`src/hw/rtl/pti_pkg.sv`:
```
// ----------------------------------------------------------------------------
// pti_pkg
// Shared types, codes and constants of the piecewise table interpolator.
// ----------------------------------------------------------------------------
package pti_pkg;

  localparam int MAX_POINTS  = 256;
  localparam int MAX_REGIONS = 16;
  localparam int PT_AW       = $clog2(MAX_POINTS);
  localparam int RG_AW       = $clog2(MAX_REGIONS);
  localparam int Q_FRAC      = 16;
  localparam int LG_W        = 21;
  localparam int EXP_STEPS   = 16;
  localparam logic [31:0] ONE_Q16 = 32'h0001_0000;

  typedef enum logic [1:0] {
    OP_LOAD_POINT  = 2'd0,
    OP_LOAD_REGION = 2'd1,
    OP_EVALUATE    = 2'd2,
    OP_UNUSED      = 2'd3
  } op_t;

  typedef enum logic [2:0] {
    ST_LOADED  = 3'd0,
    ST_INTERP  = 3'd1,
    ST_BELOW   = 3'd2,
    ST_ABOVE   = 3'd3,
    ST_BADCODE = 3'd4,
    ST_LOGDOM  = 3'd5
  } status_t;

  typedef enum logic [2:0] {
    SCH_HIST   = 3'd0,
    SCH_LINLIN = 3'd1,
    SCH_LINLOG = 3'd2,
    SCH_LOGLIN = 3'd3,
    SCH_LOGLOG = 3'd4
  } scheme_t;

  typedef enum logic [1:0] {
    AOP_LG    = 2'd0,
    AOP_RATIO = 2'd1,
    AOP_BLEND = 2'd2,
    AOP_EXP   = 2'd3
  } aop_t;

  typedef struct packed {
    logic start;
    aop_t op;
  } arith_req_t;

  typedef enum logic [2:0] {
    AR_IDLE, AR_NORM, AR_SQR, AR_DIV, AR_MUL, AR_ADD, AR_EXP, AR_FIN
  } arith_state_t;

  typedef enum logic [4:0] {
    S_IDLE, S_CHKFIRST, S_CHKLAST, S_SADDR, S_SCMP, S_RADDR, S_RCMP,
    S_RD0, S_RD1, S_GOT, S_LGX, S_LGX0, S_LGX1, S_DIV, S_LGY0, S_LGY1,
    S_BLEND, S_EXP, S_EMIT
  } seq_state_t;

  typedef struct packed {
    logic [31:0] x;
    logic [31:0] y;
  } point_t;

  typedef struct packed {
    logic [8:0] limit;
    scheme_t    scheme;
  } region_t;

  typedef logic [EXP_STEPS-1:0][31:0] exp_tab_t;

  function automatic logic [63:0] isqrt64(input logic [63:0] n);
    logic [63:0] rem;
    logic [63:0] res;
    logic [63:0] bitv;
    rem  = n;
    res  = '0;
    bitv = 64'd1 << 62;
    for (int i = 0; i < 32; i++) begin
      if (rem >= res + bitv) begin
        rem = rem - (res + bitv);
        res = (res >> 1) + bitv;
      end else begin
        res = res >> 1;
      end
      bitv = bitv >> 2;
    end
    return res;
  endfunction

  // Q1.31 values of 2^(2^-k), k = 1..16
  function automatic exp_tab_t build_exp_tab();
    exp_tab_t    tab;
    logic [63:0] c;
    c = 64'd1 << 32;
    for (int k = 0; k < EXP_STEPS; k++) begin
      c      = isqrt64(c << 31);
      tab[k] = c[31:0];
    end
    return tab;
  endfunction

  localparam exp_tab_t EXP_TAB = build_exp_tab();

endpackage

```
`src/hw/rtl/pti_arith.sv`:
```
// ----------------------------------------------------------------------------
// pti_arith
// Iterative arithmetic unit: log2, ratio divide, blend and exp2 around one
// shared 32x32 multiplier.
// ----------------------------------------------------------------------------
module pti_arith (
  input  logic                clk,
  input  logic                rst_n,
  input  pti_pkg::arith_req_t req,
  input  logic [31:0]         opa,
  input  logic [31:0]         opb,
  input  logic [31:0]         opc,
  output logic                done,
  output logic [31:0]         result
);

  localparam int NORM_STEPS = $clog2(32);

  pti_pkg::arith_state_t st_r, st_nxt;
  logic                  done_r, done_nxt;
  logic [31:0]           m_r, m_nxt;
  logic [4:0]            e_r, e_nxt;
  logic [15:0]           frac_r, frac_nxt;
  logic [4:0]            cnt_r, cnt_nxt;
  logic [31:0]           rem_r, rem_nxt;
  logic [31:0]           d_r, d_nxt;
  logic [15:0]           q_r, q_nxt;
  logic [31:0]           p0_r, p0_nxt;
  logic                  neg_r, neg_nxt;
  logic [16:0]           r_r, r_nxt;
  logic [63:0]           prod_r, prod_nxt;
  logic [pti_pkg::LG_W-1:0] t_r, t_nxt;
  logic [31:0]           res_r, res_nxt;

  logic [31:0] mul_a, mul_b;
  logic [63:0] mul_p;
  logic [32:0] sq;
  logic [5:0]  norm_sh;
  logic        norm_zero;
  logic [32:0] rem2;
  logic        ge;
  logic [31:0] sc;

  always_comb begin
    case (st_r)
      pti_pkg::AR_MUL: begin
        mul_a = m_r;
        mul_b = {15'd0, r_r};
      end
      pti_pkg::AR_EXP: begin
        mul_a = m_r;
        mul_b = pti_pkg::EXP_TAB[cnt_r[3:0]];
      end
      default: begin
        mul_a = m_r;
        mul_b = m_r;
      end
    endcase
  end

  assign mul_p     = {32'd0, mul_a} * {32'd0, mul_b};
  assign sq        = mul_p[63:31];
  assign norm_sh   = 6'd16 >> cnt_r[2:0];
  assign norm_zero = (m_r >> (6'd32 - norm_sh)) == '0;
  assign rem2      = {rem_r, 1'b0};
  assign ge        = rem2 >= {1'b0, d_r};
  assign sc        = prod_r[47:16];

  always_comb begin
    st_nxt   = st_r;
    done_nxt = 1'b0;
    m_nxt    = m_r;
    e_nxt    = e_r;
    frac_nxt = frac_r;
    cnt_nxt  = cnt_r;
    rem_nxt  = rem_r;
    d_nxt    = d_r;
    q_nxt    = q_r;
    p0_nxt   = p0_r;
    neg_nxt  = neg_r;
    r_nxt    = r_r;
    prod_nxt = prod_r;
    t_nxt    = t_r;
    res_nxt  = res_r;
    case (st_r)
      pti_pkg::AR_IDLE: begin
        if (req.start) begin
          case (req.op)
            pti_pkg::AOP_LG: begin
              m_nxt   = opa;
              e_nxt   = 5'd31;
              cnt_nxt = '0;
              st_nxt  = pti_pkg::AR_NORM;
            end
            pti_pkg::AOP_RATIO: begin
              if (opc <= opb || opa <= opb) begin
                res_nxt  = '0;
                done_nxt = 1'b1;
              end else if (opa >= opc) begin
                res_nxt  = pti_pkg::ONE_Q16;
                done_nxt = 1'b1;
              end else begin
                rem_nxt = opa - opb;
                d_nxt   = opc - opb;
                q_nxt   = '0;
                cnt_nxt = '0;
                st_nxt  = pti_pkg::AR_DIV;
              end
            end
            pti_pkg::AOP_BLEND: begin
              p0_nxt = opa;
              if (opb >= opa) begin
                m_nxt   = opb - opa;
                neg_nxt = 1'b0;
              end else begin
                m_nxt   = opa - opb;
                neg_nxt = 1'b1;
              end
              r_nxt  = opc[16:0];
              st_nxt = pti_pkg::AR_MUL;
            end
            default: begin
              t_nxt   = opa[pti_pkg::LG_W-1:0];
              m_nxt   = 32'h8000_0000;
              cnt_nxt = '0;
              st_nxt  = pti_pkg::AR_EXP;
            end
          endcase
        end
      end
      // leading-one search by halving shifts
      pti_pkg::AR_NORM: begin
        if (norm_zero) begin
          m_nxt = m_r << norm_sh;
          e_nxt = e_r - 5'(norm_sh);
        end
        cnt_nxt = cnt_r + 5'd1;
        if (cnt_r == 5'(NORM_STEPS - 1)) begin
          cnt_nxt = '0;
          st_nxt  = pti_pkg::AR_SQR;
        end
      end
      pti_pkg::AR_SQR: begin
        frac_nxt = {frac_r[14:0], sq[32]};
        m_nxt    = sq[32] ? sq[32:1] : sq[31:0];
        cnt_nxt  = cnt_r + 5'd1;
        if (cnt_r == 5'(pti_pkg::Q_FRAC - 1)) begin
          res_nxt  = 32'({e_r, frac_nxt});
          done_nxt = 1'b1;
          st_nxt   = pti_pkg::AR_IDLE;
        end
      end
      pti_pkg::AR_DIV: begin
        rem_nxt = ge ? 32'(rem2 - {1'b0, d_r}) : rem2[31:0];
        q_nxt   = {q_r[14:0], ge};
        cnt_nxt = cnt_r + 5'd1;
        if (cnt_r == 5'(pti_pkg::Q_FRAC - 1)) begin
          res_nxt  = {16'd0, q_nxt};
          done_nxt = 1'b1;
          st_nxt   = pti_pkg::AR_IDLE;
        end
      end
      pti_pkg::AR_MUL: begin
        prod_nxt = mul_p;
        st_nxt   = pti_pkg::AR_ADD;
      end
      pti_pkg::AR_ADD: begin
        res_nxt  = neg_r ? (p0_r - sc) : (p0_r + sc);
        done_nxt = 1'b1;
        st_nxt   = pti_pkg::AR_IDLE;
      end
      pti_pkg::AR_EXP: begin
        // fraction bits msb first, one table factor per step
        if (t_r[4'd15 - cnt_r[3:0]]) begin
          m_nxt = mul_p[62:31];
        end
        cnt_nxt = cnt_r + 5'd1;
        if (cnt_r == 5'(pti_pkg::EXP_STEPS - 1)) begin
          st_nxt = pti_pkg::AR_FIN;
        end
      end
      pti_pkg::AR_FIN: begin
        res_nxt  = m_r >> (5'd31 - t_r[pti_pkg::LG_W-1:pti_pkg::Q_FRAC]);
        done_nxt = 1'b1;
        st_nxt   = pti_pkg::AR_IDLE;
      end
      default: begin
        st_nxt = pti_pkg::AR_IDLE;
      end
    endcase
  end

  always_ff @(posedge clk) begin
    if (!rst_n) begin
      st_r   <= pti_pkg::AR_IDLE;
      done_r <= 1'b0;
    end else begin
      st_r   <= st_nxt;
      done_r <= done_nxt;
    end
  end

  always_ff @(posedge clk) begin
    m_r    <= m_nxt;
    e_r    <= e_nxt;
    frac_r <= frac_nxt;
    cnt_r  <= cnt_nxt;
    rem_r  <= rem_nxt;
    d_r    <= d_nxt;
    q_r    <= q_nxt;
    p0_r   <= p0_nxt;
    neg_r  <= neg_nxt;
    r_r    <= r_nxt;
    prod_r <= prod_nxt;
    t_r    <= t_nxt;
    res_r  <= res_nxt;
  end

  assign done   = done_r;
  assign result = res_r;

endmodule

```
`config.mk`:
```
export PLATFORM = sky130hd
export DESIGN_NAME = pti_arith
export DESIGN_NICKNAME = d
export VERILOG_FILES = /design/src/hw/rtl/pti_pkg.sv /design/src/hw/rtl/pti_arith.sv
export SDC_FILE = /design/constraint.sdc
export NUM_CORES = 2
export LEC_CHECK = 0
export ABC_AREA = 1
export BUFFER_PORTS_ARGS = -buffer_cell sky130_fd_sc_hd__clkbuf_2
export CORE_UTILIZATION = 50
export DETAILED_ROUTE_END_ITERATION = 8
export GPL_ROUTABILITY_DRIVEN = 0
export PLACE_DENSITY_LB_ADDON = 0.05
export SLEW_MARGIN = 20
export SYNTH_ARGS = -nofsm -noshare
export SYNTH_HDL_FRONTEND = slang
export SYNTH_SLANG_ARGS = --single-unit
```
`constraint.sdc`:
```
create_clock -name clk -period 9.02 [get_ports clk]
set_input_delay 1.804 -clock clk [delete_from_list [all_inputs] [get_ports clk]]
set_output_delay 1.804 -clock clk [all_outputs]
set_load 0.01 [all_outputs]
```
==> summary.md <==
| Metric | Value |
|---|---|
| DRT Pass-1 Iters | `8` |
| Clock buffer depth | `3` |
| TritonCTS clock tree | `done` |
| Hold Startpoint | `frac_r[9]$_DFFE_PP_` |
| Finished Core Util | `54.2%` |
| Die height | `351 µm` |
| Worst R2R Setup Slack | `250 ps` |
| Worst skew pair latency | `590 ps` |
| Antenna Nets Post-Route | `0` |
| Cell Count Post-Placement | `9,647` |
| Net Count, Synth | `9,508` |
| Fraction of layout cells with a size suffix above 1 | `5.98%` |
| Crit-path max cell delay | `550 ps` |
| Final Skew | `43.6 ps` |
| Nets | `9,545` |
| Crit-path leading delay family | `adder cells` |
| Post-DP HPWL | `195 mm` |
| Status | `complete, no violations` |
| Sequential fraction of the synthesis area | `14.5%` |
| Num CTS Buffers | `34` |
| First-pass GRT wire length | `354 mm` |
| I/O pin cnt | `134` |
| Most frequent cells in the layout | `1,771 x nand2_1, 1,672 x inv_1, 901 x fa_1` |
| DR WL/cell | `24.7 µm` |
| Setup TNS | `0 ps` |
| Critical path class | `flop to flop` |
| Hold Path Depth | `0` |
| Final Setup Violations | `0` |
| Fin crit period | `8770 ps` |
| Final hold violation count | `0` |
| Crit-path max FO | `29` |
| Clock transition at the registers of the reported paths | `70 ps` |
| 1st-iter DRT viols | `6,539` |
| Area of the core | `120,000 µm²` |
| Final period utilization | `97.2%` |
| Die area | `123,000 µm²` |
| Routed via count | `56,400` |
| Worst relative slew slack | `21.4%` |
| Synth top area cells | `fa_1 30%, edfxtp_1 13%, nand2_1 11%` |
| Crit path max-delay cell type | `fa_1` |
| Reg-to-Reg End | `m_r[5]$_DFFE_PP_` |
| Worst hold endpoint | `frac_r[10]$_DFFE_PP_` |
| Number of synthesized register bits | `305` |
| CP arrival | `9050 ps` |
| Post-synthesis average cell area | `7.56 µm²` |
| RR Startpoint | `st_r[0]$_SDFFE_PN0P_` |
| Remaining global-route overflow | `0` |
| Root Buffer | `clkbuf_16` |
| Cell taking the most area after synthesis | `fa_1` |
| Dominant synthesized flop cell | `edfxtp_1` |
| Synth-to-Final Area Change | `7.23%` |
| WL final | `240 mm` |
| Netlist cell types | `60` |
| Hold Buf Count CTS | `0` |
| R2R depth | `38` |
| Buf/Inv on CP | `10` |
| Slew @ Worst Pin | `1170 ps` |
| Syn Inst Count | `8,037` |
| Starting Density | `50.5%` |
| Port buffer count | `133` |
| Async set-reset flop share out of synthesis | `0%` |
| Ys Warns | `0` |
| CP dominant cell by count | `fa_1` |
| Total GRT Usage | `39.3%` |
| Largest net degree at the start of global routing | `65` |
| Routed vias/inst | `5.81` |
| Crit. End Element | `flop` |
| Non-Filler Instances | `9,715` |
| Final Max Slew Viols | `0` |
| Post-route DRC | `0` |
| Synth Cell Area | `60,800 µm²` |
| Die W | `351 µm` |
| Clock sink count | `305` |
| Vias in the first global route | `55,700` |
| Startpoint type of the worst setup path | `flop` |
| Cell Rows | `127` |
| WP data required | `9300 ps` |
| Post-synth EDFFs | `271` |
| Max Cap Viol | `0` |
| Yosys top cell area share | `29.7%` |
| Max Freq | `114 MHz` |
| Initial antenna violation count | `14` |
| HP Class | `flop to flop` |
| Most common cell after layout, fill and taps aside | `nand2_1` |
| CTS H-tree depth | `2` |
| Hold_ws | `455 ps` |
-- repair_timing --
action	in CTS	in global routing
endpoints found under the setup margin	0	40
buffers inserted	0	3
resized for setup	0	23
-- sequential cells by signal, summed over array words and instances, names as in the netlist, named ones only --
register  cells
r_r          17
result       32
e_r           5
m_r          32
rem_r        32
neg_r         1
d_r          32
done          1
frac_r       15
p0_r         32
cnt_r         5
prod_r       32
st_r          3
t_r          21
q_r          15
-- cells by family after synthesis --
logic type | Yosys count | synth area share, %
flip-flops | 305 | 14.5
multiplexers | 37 | 0.609
AO/OA/AOI/OAI | 1131 | 10.6
AND/OR/NAND/NOR | 2983 | 19.6
adder cells (fa/ha/maj) | 1370 | 39.3
buffers and inverters | 2026 | 12.6
XOR/XNOR | 185 | 2.67
-- layer usage --
layer | track usage [%] | share of wire, %
met1 | 53.9 | 40
met2 | 57.9 | 42
met3 | 9.16 | 12
met4 | 19.9 | 5.9
met5 | 0 | 0.020
-- cell usage after synthesis (26+ instances only) --
cell,n
o21bai_1,36
xnor2_1,63
dfxtp_1,34
mux2i_1,37
ha_1,469
o21ai_0,445
xor2_1,122
a31oi_1,26
o21a_1,28
or2_2,26
o211ai_1,64
a21o_1,31
a21oi_1,370
nor2_1,803
nand3_1,219
nor3_1,49
clkbuf_1,279
edfxtp_1,271
fa_1,901
inv_1,1675
nand2_1,1775
nand4_1,49
-- worst max path at each step --
stage	start	to	cells past startpoint
2_1_floorplan	st_r[2]$_SDFFE_PN0P_	m_r[20]$_DFFE_PP_	34
3_3_place_gp	st_r[0]$_SDFFE_PN0P_	m_r[30]$_DFFE_PP_	36
3_5_place_dp	st_r[0]$_SDFFE_PN0P_	m_r[10]$_DFFE_PP_	36
4_1_cts	st_r[0]$_SDFFE_PN0P_	m_r[5]$_DFFE_PP_	36
5_1_grt	st_r[1]$_SDFFE_PN0P_	m_r[5]$_DFFE_PP_	33
6_report	st_r[0]$_SDFFE_PN0P_	m_r[5]$_DFFE_PP_	38
-- area by class of cell --
cell class	count	area [µm²]
flip-flops and latches	305	8820
multi-input cells	5706	44400
clock inverters	14	166
fillers	11900	55100
well taps	1612	2020
inverters	1693	6370
clock buffers	46	960
repair buffers	334	2370
diodes	5	12.5
-- stage by stage --
stage | area [µm²] | worst slack [ps]
final | 65200 | 253
after global routing | 65200 | -2.12
after CTS | 65000 | 101
after detailed placement | 63900 | 211
after global placement | 63900 | 271
after floorplan | 60800 | 174
Power is left out: the tool's default activity adds up to more than one toggle a clock period on the data nets, which glitch-free logic cannot reach.
